**config.mk**
```make
export PLATFORM = sky130hd
export DESIGN_NAME = banded_array_completion_counter_core
export DESIGN_NICKNAME = d
export VERILOG_FILES = /design/src/rtl/core/bacc_pkg.sv /design/src/rtl/core/bacc_ctrl.sv /design/src/rtl/core/bacc_datapath.sv /design/src/rtl/core/banded_array_completion_counter_core.sv
export SDC_FILE = /design/constraint.sdc
export NUM_CORES = 2
export LEC_CHECK = 0
export BUFFER_PORTS_ARGS = -buffer_cell sky130_fd_sc_hd__buf_2
export CAP_MARGIN = 40
export CORE_MARGIN = 2
export CORE_UTILIZATION = 60
export CTS_CLUSTER_SIZE = 40
export DETAILED_ROUTE_END_ITERATION = 10
export PLACE_DENSITY = 0.76
export SLEW_MARGIN = 20
export SYNTH_ARGS = -nofsm -noshare
export SYNTH_HDL_FRONTEND = slang
export SYNTH_SLANG_ARGS = --single-unit
```
**constraint.sdc**
```tcl
create_clock -name clk_i -period 14.3 [get_ports clk_i]
set_input_delay 2.145 -clock clk_i [delete_from_list [all_inputs] [get_ports clk_i]]
set_output_delay 2.145 -clock clk_i [all_outputs]
set_load 0.01 [all_outputs]
```
**src/rtl/core/bacc_pkg.sv**
```systemverilog
// Shared constants, command and status types and modular helpers for the completion counter.
`timescale 1ns / 1ps

package bacc_pkg;

  // Number of values tracked, one count per value
  localparam int unsigned MAX_VALUE = 128;
  // Width of a count modulo the prime
  localparam int unsigned WAY_W     = 30;
  // Width of element and bound fields
  localparam int unsigned VAL_W     = 8;
  // Count store address width
  localparam int unsigned ADDR_W    = $clog2(MAX_VALUE);
  // Sweep counter width: holds 0 .. MAX_VALUE + 1
  localparam int unsigned CNT_W     = $clog2(MAX_VALUE + 2);
  // Common width for comparing element values with the sweep position
  localparam int unsigned CMP_W     = (CNT_W > VAL_W) ? CNT_W : VAL_W;

  localparam logic [WAY_W-1:0] WAY_MOD   = WAY_W'(1000000007);
  localparam logic [VAL_W-1:0] CFG_RESET = VAL_W'(100);

  // Controller to datapath commands
  typedef struct packed {
    logic start;     // latch the element, clear the sweep state
    logic issue;     // issue one count read and advance the sweep position
    logic load_out;  // copy the finished sum into the result register
  } bacc_cmd_t;

  // Datapath to controller status
  typedef struct packed {
    logic issue_last;  // the current read is the final one of the sweep
    logic busy;        // update pipeline still holds work
  } bacc_sts_t;

  // Sum of two residues, reduced once
  function automatic logic [WAY_W-1:0] mod_add(input logic [WAY_W-1:0] a,
                                               input logic [WAY_W-1:0] b);
    logic [WAY_W:0] s;
    s = {1'b0, a} + {1'b0, b};
    if (s >= {1'b0, WAY_MOD}) begin
      s = s - {1'b0, WAY_MOD};
    end
    return s[WAY_W-1:0];
  endfunction

endpackage

```
**src/rtl/core/bacc_ctrl.sv**
```systemverilog
// Sequencing controller: handshakes, sweep phases and the result slot.
`timescale 1ns / 1ps

module bacc_ctrl import bacc_pkg::*; (
  input  logic      clk_i,
  input  logic      rst_ni,
  input  logic      in_valid_i,
  output logic      in_ready_o,
  input  logic      last_item_i,
  output logic      out_valid_o,
  input  logic      out_ready_i,
  output bacc_cmd_t cmd_o,
  input  bacc_sts_t sts_i
);

  localparam logic [1:0] StIdle  = 2'd0;
  localparam logic [1:0] StSweep = 2'd1;
  localparam logic [1:0] StDrain = 2'd2;

  logic [1:0] state_q, state_d;
  logic       last_q, last_d;
  logic       out_valid_q, out_valid_d;
  logic       accept;

  assign in_ready_o  = (state_q == StIdle);
  assign accept      = in_valid_i && in_ready_o;
  assign out_valid_o = out_valid_q;

  // Next state and commands
  always_comb begin
    state_d        = state_q;
    last_d         = last_q;
    cmd_o.start    = 1'b0;
    cmd_o.issue    = 1'b0;
    cmd_o.load_out = 1'b0;
    case (state_q)
      StIdle: begin
        if (accept) begin
          cmd_o.start = 1'b1;
          last_d      = last_item_i;
          state_d     = StSweep;
        end
      end
      StSweep: begin
        cmd_o.issue = 1'b1;
        if (sts_i.issue_last) begin
          state_d = StDrain;
        end
      end
      StDrain: begin
        if (!sts_i.busy) begin
          if (!last_q) begin
            state_d = StIdle;
          end else if (!out_valid_q || out_ready_i) begin
            cmd_o.load_out = 1'b1;
            state_d        = StIdle;
          end
        end
      end
      default: begin
        state_d = StIdle;
      end
    endcase
  end

  // Result slot: set on load, drop on transfer
  always_comb begin
    out_valid_d = out_valid_q;
    if (out_ready_i) begin
      out_valid_d = 1'b0;
    end
    if (cmd_o.load_out) begin
      out_valid_d = 1'b1;
    end
  end

  always_ff @(posedge clk_i or negedge rst_ni) begin
    if (!rst_ni) begin
      state_q     <= StIdle;
      last_q      <= 1'b0;
      out_valid_q <= 1'b0;
    end else begin
      state_q     <= state_d;
      last_q      <= last_d;
      out_valid_q <= out_valid_d;
    end
  end

endmodule

```
**src/rtl/core/bacc_datapath.sv**
```systemverilog
// Count store, neighbour window, modular update pipeline and result accumulator.
`timescale 1ns / 1ps

module bacc_datapath import bacc_pkg::*; (
  input  logic             clk_i,
  input  logic             rst_ni,
  input  logic             cfg_we_i,
  input  logic [VAL_W-1:0] cfg_wdata_i,
  input  logic [VAL_W-1:0] elem_value_i,
  input  logic             first_item_i,
  output logic [WAY_W-1:0] way_count_o,
  input  bacc_cmd_t        cmd_i,
  output bacc_sts_t        sts_o
);

  // Configuration and per-item latches
  logic [VAL_W-1:0] max_value_q;
  logic [VAL_W-1:0] elem_q;
  logic             first_q;
  logic [CNT_W-1:0] bound;

  // Count store
  logic [WAY_W-1:0] mem_q [MAX_VALUE];
  logic [MAX_VALUE-1:0] vld_q;
  logic [WAY_W-1:0] rd_data_q;
  logic             rd_vld_q;
  logic [WAY_W-1:0] rdata;

  // Sweep position and window
  logic [CNT_W-1:0] k_q;
  logic [CNT_W-1:0] rd_k_q;
  logic             rd_act_q;
  logic [WAY_W-1:0] cur_q, left_q;

  // Update pipeline
  logic             s1_go;
  logic             s1_vld_q;
  logic [ADDR_W-1:0] s1_idx_q;
  logic [WAY_W-1:0] s1_part_q;
  logic [WAY_W-1:0] s1_right_q;
  logic             s1_allowed_q;
  logic             allowed;
  logic [WAY_W-1:0] next_count;
  logic             s2_vld_q;
  logic [WAY_W-1:0] s2_next_q;
  logic [WAY_W-1:0] acc_q;
  logic [WAY_W-1:0] way_q;

  // Bound saturates at the store depth
  always_comb begin
    if (32'(max_value_q) > MAX_VALUE) begin
      bound = CNT_W'(MAX_VALUE);
    end else begin
      bound = CNT_W'(max_value_q);
    end
  end

  always_ff @(posedge clk_i or negedge rst_ni) begin
    if (!rst_ni) begin
      max_value_q <= CFG_RESET;
    end else if (cfg_we_i) begin
      max_value_q <= cfg_wdata_i;
    end
  end

  always_ff @(posedge clk_i) begin
    if (cmd_i.start) begin
      elem_q  <= elem_value_i;
      first_q <= first_item_i;
    end
  end

  // Advance the read position; one read per sweep step
  always_ff @(posedge clk_i or negedge rst_ni) begin
    if (!rst_ni) begin
      k_q      <= '0;
      rd_k_q   <= '0;
      rd_act_q <= 1'b0;
    end else begin
      rd_act_q <= cmd_i.issue;
      if (cmd_i.start) begin
        k_q <= '0;
      end else if (cmd_i.issue) begin
        k_q    <= k_q + CNT_W'(1);
        rd_k_q <= k_q;
      end
    end
  end

  assign sts_o.issue_last = (k_q == CNT_W'(MAX_VALUE));
  assign sts_o.busy       = rd_act_q || s1_vld_q || s2_vld_q;

  // Registered read; entries never written read as zero
  always_ff @(posedge clk_i) begin
    rd_data_q <= mem_q[k_q[ADDR_W-1:0]];
    rd_vld_q  <= vld_q[k_q[ADDR_W-1:0]];
  end

  assign rdata = rd_vld_q ? rd_data_q : '0;

  // Shift the neighbour window as reads return
  always_ff @(posedge clk_i) begin
    if (cmd_i.start) begin
      cur_q  <= '0;
      left_q <= '0;
    end else if (rd_act_q) begin
      cur_q  <= rdata;
      left_q <= cur_q;
    end
  end

  // Stage one: left plus own count, pick right neighbour
  assign s1_go   = rd_act_q && (rd_k_q != '0);
  assign allowed = (rd_k_q <= bound) &&
                   ((elem_q == '0) || (CMP_W'(elem_q) == CMP_W'(rd_k_q)));

  always_ff @(posedge clk_i or negedge rst_ni) begin
    if (!rst_ni) begin
      s1_vld_q <= 1'b0;
    end else begin
      s1_vld_q <= s1_go;
    end
  end

  always_ff @(posedge clk_i) begin
    if (s1_go) begin
      s1_idx_q     <= ADDR_W'(rd_k_q - CNT_W'(1));
      s1_part_q    <= mod_add(left_q, cur_q);
      s1_right_q   <= (rd_k_q < bound) ? rdata : '0;
      s1_allowed_q <= allowed;
    end
  end

  // Stage two: finish the new count and write it back
  always_comb begin
    if (!s1_allowed_q) begin
      next_count = '0;
    end else if (first_q) begin
      next_count = WAY_W'(1);
    end else begin
      next_count = mod_add(s1_part_q, s1_right_q);
    end
  end

  always_ff @(posedge clk_i) begin
    if (s1_vld_q) begin
      mem_q[s1_idx_q] <= next_count;
    end
  end

  always_ff @(posedge clk_i or negedge rst_ni) begin
    if (!rst_ni) begin
      vld_q    <= '0;
      s2_vld_q <= 1'b0;
    end else begin
      s2_vld_q <= s1_vld_q;
      if (s1_vld_q) begin
        vld_q[s1_idx_q] <= 1'b1;
      end
    end
  end

  always_ff @(posedge clk_i) begin
    if (s1_vld_q) begin
      s2_next_q <= next_count;
    end
  end

  // Stage three: running sum of the new counts
  always_ff @(posedge clk_i) begin
    if (cmd_i.start) begin
      acc_q <= '0;
    end else if (s2_vld_q) begin
      acc_q <= mod_add(acc_q, s2_next_q);
    end
  end

  // Result register
  always_ff @(posedge clk_i) begin
    if (cmd_i.load_out) begin
      way_q <= acc_q;
    end
  end

  assign way_count_o = way_q;

endmodule

```
**src/rtl/core/banded_array_completion_counter_core.sv**
```systemverilog
// Top level of the banded array completion counter.
`timescale 1ns / 1ps

// Counts, modulo 1000000007, the ways to complete an array whose neighbours
// differ by at most one, one element per input transfer (0 = unknown). Each
// element sweeps the 128-entry count store through a single read port and a
// three-stage modular update pipeline, one read per count, and takes no new
// element until its sweep has drained. An element flagged last also yields one
// result transfer carrying the sum of the counts; the result waits in an output
// register, and the next element is taken while it waits. The user must write
// max_value through cfg_we_i only while the block is idle; the block does not
// enforce this. Values above the store depth act as the depth.
module banded_array_completion_counter_core import bacc_pkg::*; (
  input  logic             clk_i,
  input  logic             rst_ni,
  input  logic             cfg_we_i,
  input  logic [VAL_W-1:0] cfg_wdata_i,
  input  logic             in_valid_i,
  output logic             in_ready_o,
  input  logic [VAL_W-1:0] elem_value_i,
  input  logic             first_item_i,
  input  logic             last_item_i,
  output logic             out_valid_o,
  input  logic             out_ready_i,
  output logic [WAY_W-1:0] way_count_o
);

  bacc_cmd_t cmd;
  bacc_sts_t sts;

  bacc_ctrl u_ctrl (
    .clk_i       (clk_i),
    .rst_ni      (rst_ni),
    .in_valid_i  (in_valid_i),
    .in_ready_o  (in_ready_o),
    .last_item_i (last_item_i),
    .out_valid_o (out_valid_o),
    .out_ready_i (out_ready_i),
    .cmd_o       (cmd),
    .sts_i       (sts)
  );

  bacc_datapath u_datapath (
    .clk_i        (clk_i),
    .rst_ni       (rst_ni),
    .cfg_we_i     (cfg_we_i),
    .cfg_wdata_i  (cfg_wdata_i),
    .elem_value_i (elem_value_i),
    .first_item_i (first_item_i),
    .way_count_o  (way_count_o),
    .cmd_i        (cmd),
    .sts_o        (sts)
  );

endmodule
```
# After elaboration in Yosys (flattened, before gate mapping)
# Memories as Yosys holds them, arrays and structs flattened. A register that Yosys moved wholly into a read port is not among the register bits.
# Index checks and enable logic that the tools add are counted.
totals:
  ff_bits: 387
  ram_bits: 3840
  in_bits: 23
  out_inout_bits: 32
  elab_cells: 97
  memories: 1
op_classes:
  n_addsub: 8
  magnitude_cmp: 9
  eq_ne: 8
  muxes: 30
  bitwise: 2
  n_reduce_logical: 17
mem_list:
  columns: ["name", "words", "width", "read_ports", "rd_clocked_by_memory_dff", "write_ports", "line_no", "source"]
  rows:
  - ["u_datapath.mem_q", 128, 30, 1, 1, 1, "bacc_datapath.sv:23", "logic [WAY_W-1:0] mem_q [MAX_VALUE];"]
ops:
  columns: ["cell", "count"]
  rows:
  - ["30-bit 2-to-1 mux", 6]
  - ["128-bit bitwise OR", 1]
  - ["30-bit by 30-bit adder with 31-bit output", 3]
  - ["31-bit by 30-bit >= comparator with 1-bit output, second input constant", 3]
  - ["30-bit subtractor, second input constant", 3]
  - ["8-bit 2-to-1 mux", 3]
  - ["7-bit by 8-bit < comparator with 1-bit output, second input constant", 2]
  - ["1-bit 2-to-1 mux", 13]
  - ["2-bit 2-to-1 mux", 5]
  - ["8-bit by 1-bit adder with 8-bit output, second input constant", 1]
  - ["8-bit equality test", 1]
  - ["8-bit equality test, second input constant", 1]
  - ["8-bit greater-than comparator, second input constant", 1]
  - ["8-bit <= comparator", 1]
  - ["8-bit zero test", 1]
  - ["8-bit < comparator", 1]
  - ["8-bit nonzero test", 1]
  - ["1-bit binary-select mux with 7-bit select", 1]
  - ["1-bit demux with 7-bit select", 1]
  - ["7-bit by 1-bit >= comparator with 1-bit output, second input constant", 1]
  - ["7-bit by 1-bit subtractor with 7-bit output, second input constant", 1]
  - ["2-bit inequality test, second input constant", 3]
  - ["2-bit one-hot mux with 3 select lines", 1]
  - ["1-bit logical AND", 4]
  - ["10 further kinds", 15]

# Logic depth before layout (Yosys ltp)
logic_depth:
  depth_word: 7
  depth_mapped: 17
  depth_no_buf: 15

# Cells and area by module
# Synthesis repeated with hierarchy kept, for this count alone.
unflattened:
  cells_unflattened: 8081
  hier_area_um2: 169467.5
by_module_without_submodules:
  columns: ["module", "instances", "cells_each", "area_per_inst_um2", "seq_area_each_um2"]
  rows:
  - ["bacc_datapath", 1, 8062, 169267.3, 125729.3]
  - ["bacc_ctrl", 1, 19, 200.2, 100.1]

# Worst setup path after synthesis
# No wires, ideal clock.
synth_timing:
  path_kind: "register to register"
  start: "register u_datapath.s1_right_q[1]"
  end: "memory u_datapath.mem_q[0][1], data pin"
  setup_ns: 1.237
  arrival_time_ns: 8.495
  required_ns: 13.063
  path_slack_ns: 4.568
  path_stages_with_launch: 15
  n_path_buf: 1
  period_less_slack_ns: 9.732
  path_cell_list: "edfxtp_1 > ha_1 > a211oi_2 > o21ai_1 > a21oi_2 > o21ai_0 > o311ai_0 > a22oi_1 > nand2_1 > a211oi_2 > o2111ai_4 > and2_4 > buf_6 > nor2_1 > a211oi_1"
synth_between:
  elab_chain_len: 5
  elab_cells_between_ends: 6
  cone_classes: "add/sub (2); order compare (1); mux (3)"
synth_rtl:
  columns: ["item", "line_no", "source"]
  rows:
  - ["from (decl)", "bacc_datapath.sv:40", "logic [WAY_W-1:0] s1_right_q;"]
  - ["from (signal assigned)", "bacc_datapath.sv:129", "s1_right_q <= (rd_k_q < bound) ? rdata : '0;"]
  - ["30-bit by 30-bit adder with 31-bit output (*)", "bacc_pkg.sv:39", "s = {1'b0, a} + {1'b0, b};"]
  - ["30-bit subtractor or 31-bit by 30-bit >= comparator with 1-bit output (tied branches)", "bacc_pkg.sv:41, bacc_pkg.sv:40", null]
  - ["30-bit 2-to-1 mux (*)", "bacc_pkg.sv:40", "if (s >= {1'b0, WAY_MOD}) begin"]
  - ["30-bit 2-to-1 mux (*)", "bacc_datapath.sv:138", "end else if (first_q) begin"]
  - ["30-bit 2-to-1 mux (*)", "bacc_datapath.sv:136", "if (!s1_allowed_q) begin"]
  - ["net u_datapath.next_count[1]", "bacc_datapath.sv:43", "logic [WAY_W-1:0] next_count;"]
  - ["to (decl)", "bacc_datapath.sv:23", null]
# The timed path passes the listed nets; every way through them passes the cells marked *.

# Worst setup path after layout
layout_timing:
  start: "register u_datapath.s1_right_q[6]"
  end: "memory u_datapath.mem_q[71][15], data pin"
# The elaborated chain is that of the path after synthesis.

==> run_results.csv <==
group,metric,value,unit
yosys,syn_avg_cell_area,20.9,µm²
worst_setup_path,path_depth,14,
yosys,synth_flop_cell,"edfxtp_1",
floorplanning,die_height,535,µm
worst_setup_path,worst_path_largest_cell_delay,0.78,ns
detailed_routing,dr.first_iter.drc_count,15751,
floorplanning,num_rows,195,
worst_setup_path,crit_chain,"ha_1 -> a2111oi_2 -> o21a_1 -> nor2_1 -> o311ai_0 -> o21bai_1 -> o211ai_1 -> nand2_1 -> a211oi_2 -> o2111ai_4 -> nand2_1 -> a31oi_1 -> o21a_4 -> buf_4",
sta,slew_headroom,35.8,%
clock_network,cts_htree_levels,5,
finish,n_fill_cell,16516,
min_path,hold_depth,1,
yosys,yosysMostFrequentCell,"edfxtp_1",
pwr,p_leak,0.0570,µW
worst_setup_path,cp_data_arrival_time,6.63,ns
floorplanning,coreArea,282000,µm²
sta,min_period,6.01,ns
sta,maxSlewViolCount,0,
worst_setup_path,crit_type,"reg -> reg",
clock_network,clock_latency,0.94,ns
yosys,synth_area,169000,µm²
pwr,powerDensity,129,nW/µm²
global_route,gr-total-overflow,0,
finish,postLayoutCoreUtil,67.8,%
worst_setup_path,ff2ff_path_depth,14,
floorplanning,io-pin-count,55,
yosys,yosysWarnings,0,
detailed_routing,drc,0,
finish,drive_gt1_share,29.7,%
min_path,hold_class,"reg -> reg",
detailed_routing,via_count,91665,
floorplanning,dieArea,287000,µm²
clock_network,cts_tree,"built",
detailed_routing,wl,491000,µm
floorplanning,start_util,60.2,%
job,maxCapViolCount,0,
clock_network,path_clk_slew,0.06,ns
clock_network,cts_max_path_buffers,4,
global_route,grt_pass1_wl,681000,µm
yosys,synth-async-reset-ratio,3.74,%
placement,dpl.hpwl,247000,µm
worst_setup_path,critPathRequiredTime,14.91,ns
sta,fin_skew,0.0619,ns
clock_network,cts.sinks,4257,
detailed_routing,dr.pass1.iters,9,
finish,fin_nets,8594,
sta,max_freq,166,MHz
floorplanning,die_w,535,µm
sta,finalSetupViolCount,0,
worst_setup_path,critPathBufInv,1,
yosys,yosysSeqAreaShare,74.3,%
worst_setup_path,endpoint_kind,"register",
sta,finalHoldViolations,0,
clock_network,post_cts.repair.setup_buffers,0,
clock_network,cts_resized,0,
sta,period_share,42.0,%
global_route,antenna_found_initial,40,
finish,areaGrowthSynthToFinish,12.7,%
pwr,ir_worst_vdd,0.105,mV
placement,gp_congestion,0.925,
global_route,grt_max_degree,129,
yosys,yosysTopAreaCellShare,70.5,%
yosys,synth_cell_type_count,100,
sta,tightest_slew,0.951,ns
detailed_routing,antenna_left,0,
yosys,syn-instance-count,8113,
yosys,synth_common_cells,"3977 x edfxtp_1, 1241 x mux4_2, 343 x nor2_1",
yosys,synth_fp_nets,8244,
worst_setup_path,crit_family,"compound AO/OA/AOI/OAI gates",
yosys,synthTopCellsByArea,"edfxtp_1 71%, mux4_2 17%, dfrtp_1 2.3%",
sta,rsz0062_at_grt,"no",
clock_network,cts-root-buf,"clkbuf_16",
worst_setup_path,cpMostUsedCell,"nand2_1",
global_route,grt_use_total,34.1,%
yosys,yosys.area.top_type,"edfxtp_1",
yosys,synth_edf_count,3977,
yosys,synth-seq-cells,4257,
worst_setup_path,worst-path-max-fanout,65,
status,status,"complete, no violations",
detailed_routing,avgViaCountPerCell,7.27,
placement,io_buffers,54,
sta,fin_setup_tns,0,ns
worst_setup_path,critPathLaunchType,"register",
clock_network,cts_hold_buffers,0,
detailed_routing,avgRoutedWirePerCell,38.9,µm
worst_setup_path,cp_slowest_cell,"o311ai_0",
clock_network,numCtsBuffers,407,
global_route,grt_pass1_vias,89965,
## cells in the final DEF, fill, tap and decap left out, drive strengths merged, types with 105 or more instances in the layout
| master | count |
|---|---|
| ha | 105 |
| o21ai | 155 |
| nand2 | 248 |
| or2 | 144 |
| clkbuf | 521 |
| dfrtp | 156 |
| edfxtp | 3977 |
| nor2 | 344 |
| dfxtp | 121 |
| buf | 359 |
| clkinv | 156 |
| mux4 | 1241 |
| a21oi | 192 |
## kinds of logic after synthesis
family / count (synthesis) / synth area share, %
and+or+nand+nor: 1057 / 3.04
buffers and inverters: 484 / 1.12
xor gates and xnor gates: 137 / 0.708
muxes: 1364 / 17.3
adders and majority gates: 108 / 0.811
AOI/OAI and AO/OA: 706 / 2.78
DFF: 4257 / 74.3
## sequential cells by signal (all words and copies together) (netlist names), 2 cells and up
register                cells
u_ctrl.state_q              2
u_datapath.acc_q           30
u_datapath.cur_q           30
u_datapath.elem_q           8
u_datapath.k_q              8
u_datapath.left_q          30
u_datapath.max_value_q      8
u_datapath.mem_q         3840
u_datapath.rd_data_q       30
u_datapath.rd_k_q           8
u_datapath.s1_idx_q         7
u_datapath.s1_part_q       30
u_datapath.s1_right_q      30
u_datapath.s2_next_q       30
u_datapath.vld_q          128
u_datapath.way_count_o     30
## cell type report
cell class | instances | area [µm²] | share of cell area, %
diodes | 63 | 158 | 0.0826
clock buffers | 518 | 11100 | 5.81
clock inverters | 233 | 2530 | 1.33
inverters | 63 | 239 | 0.125
multi-input cells | 3372 | 42900 | 22.5
flip-flops and latches | 4257 | 126000 | 65.9
well taps | 3743 | 4680 | 2.45
repair buffers | 362 | 3380 | 1.77
## layer usage
layer  global-route usage [%]  vias to the layer above  wire [µm]
li1                         -                    34543          -
met1                     46.0                    47616     165000
met2                     52.4                     8141     232000
met3                     9.27                     1351      68600
met4                     16.2                       14      25400
met5                        0                        -        107
## metrics by stage
step           cells  power [µW]  worst slack (ns)  instance area, µm²  hold slack [ns]
4_1_cts        12522       24600              8.19              190000            0.462
3_3_place_gp   11747       13700              8.07              176000            0.445
6_report       12611       24600              8.29              191000            0.461
2_1_floorplan   8113       13700              4.57              169000            0.431
5_1_grt        12584       25000              7.92              191000            0.471
3_5_place_dp   11771       13700              8.28              177000            0.448
## final timing paths
check,slack (ns),startpoint,end
worst min register to register,0.46,u_datapath.vld_q[118]$_DFFE_PN0P_,u_datapath.vld_q[118]$_DFFE_PN0P_
min in group asynchronous,1.12,rst_ni,u_datapath.vld_q[40]$_DFFE_PN0P_
worst min-delay path,0.46,u_datapath.vld_q[118]$_DFFE_PN0P_,u_datapath.vld_q[118]$_DFFE_PN0P_
worst max register to register,8.29,u_datapath.s1_right_q[6]$_SDFFCE_PN0P_,u_datapath.mem_q[71][15]$_DFFE_PP_
max in group asynchronous,11.43,rst_ni,u_datapath.max_value_q[2]$_DFFE_PN1P_
worst max-delay path,8.29,u_datapath.s1_right_q[6]$_SDFFCE_PN0P_,u_datapath.mem_q[71][15]$_DFFE_PP_
## power by group
part	leakage [µW]	switching, µW	internal, µW
logic	0.0136	23.6	12.4
registers	0.0367	1.74	13400
clock network	0.00666	4750	6380
No activity file was read; power rests on OpenSTA's default activity.
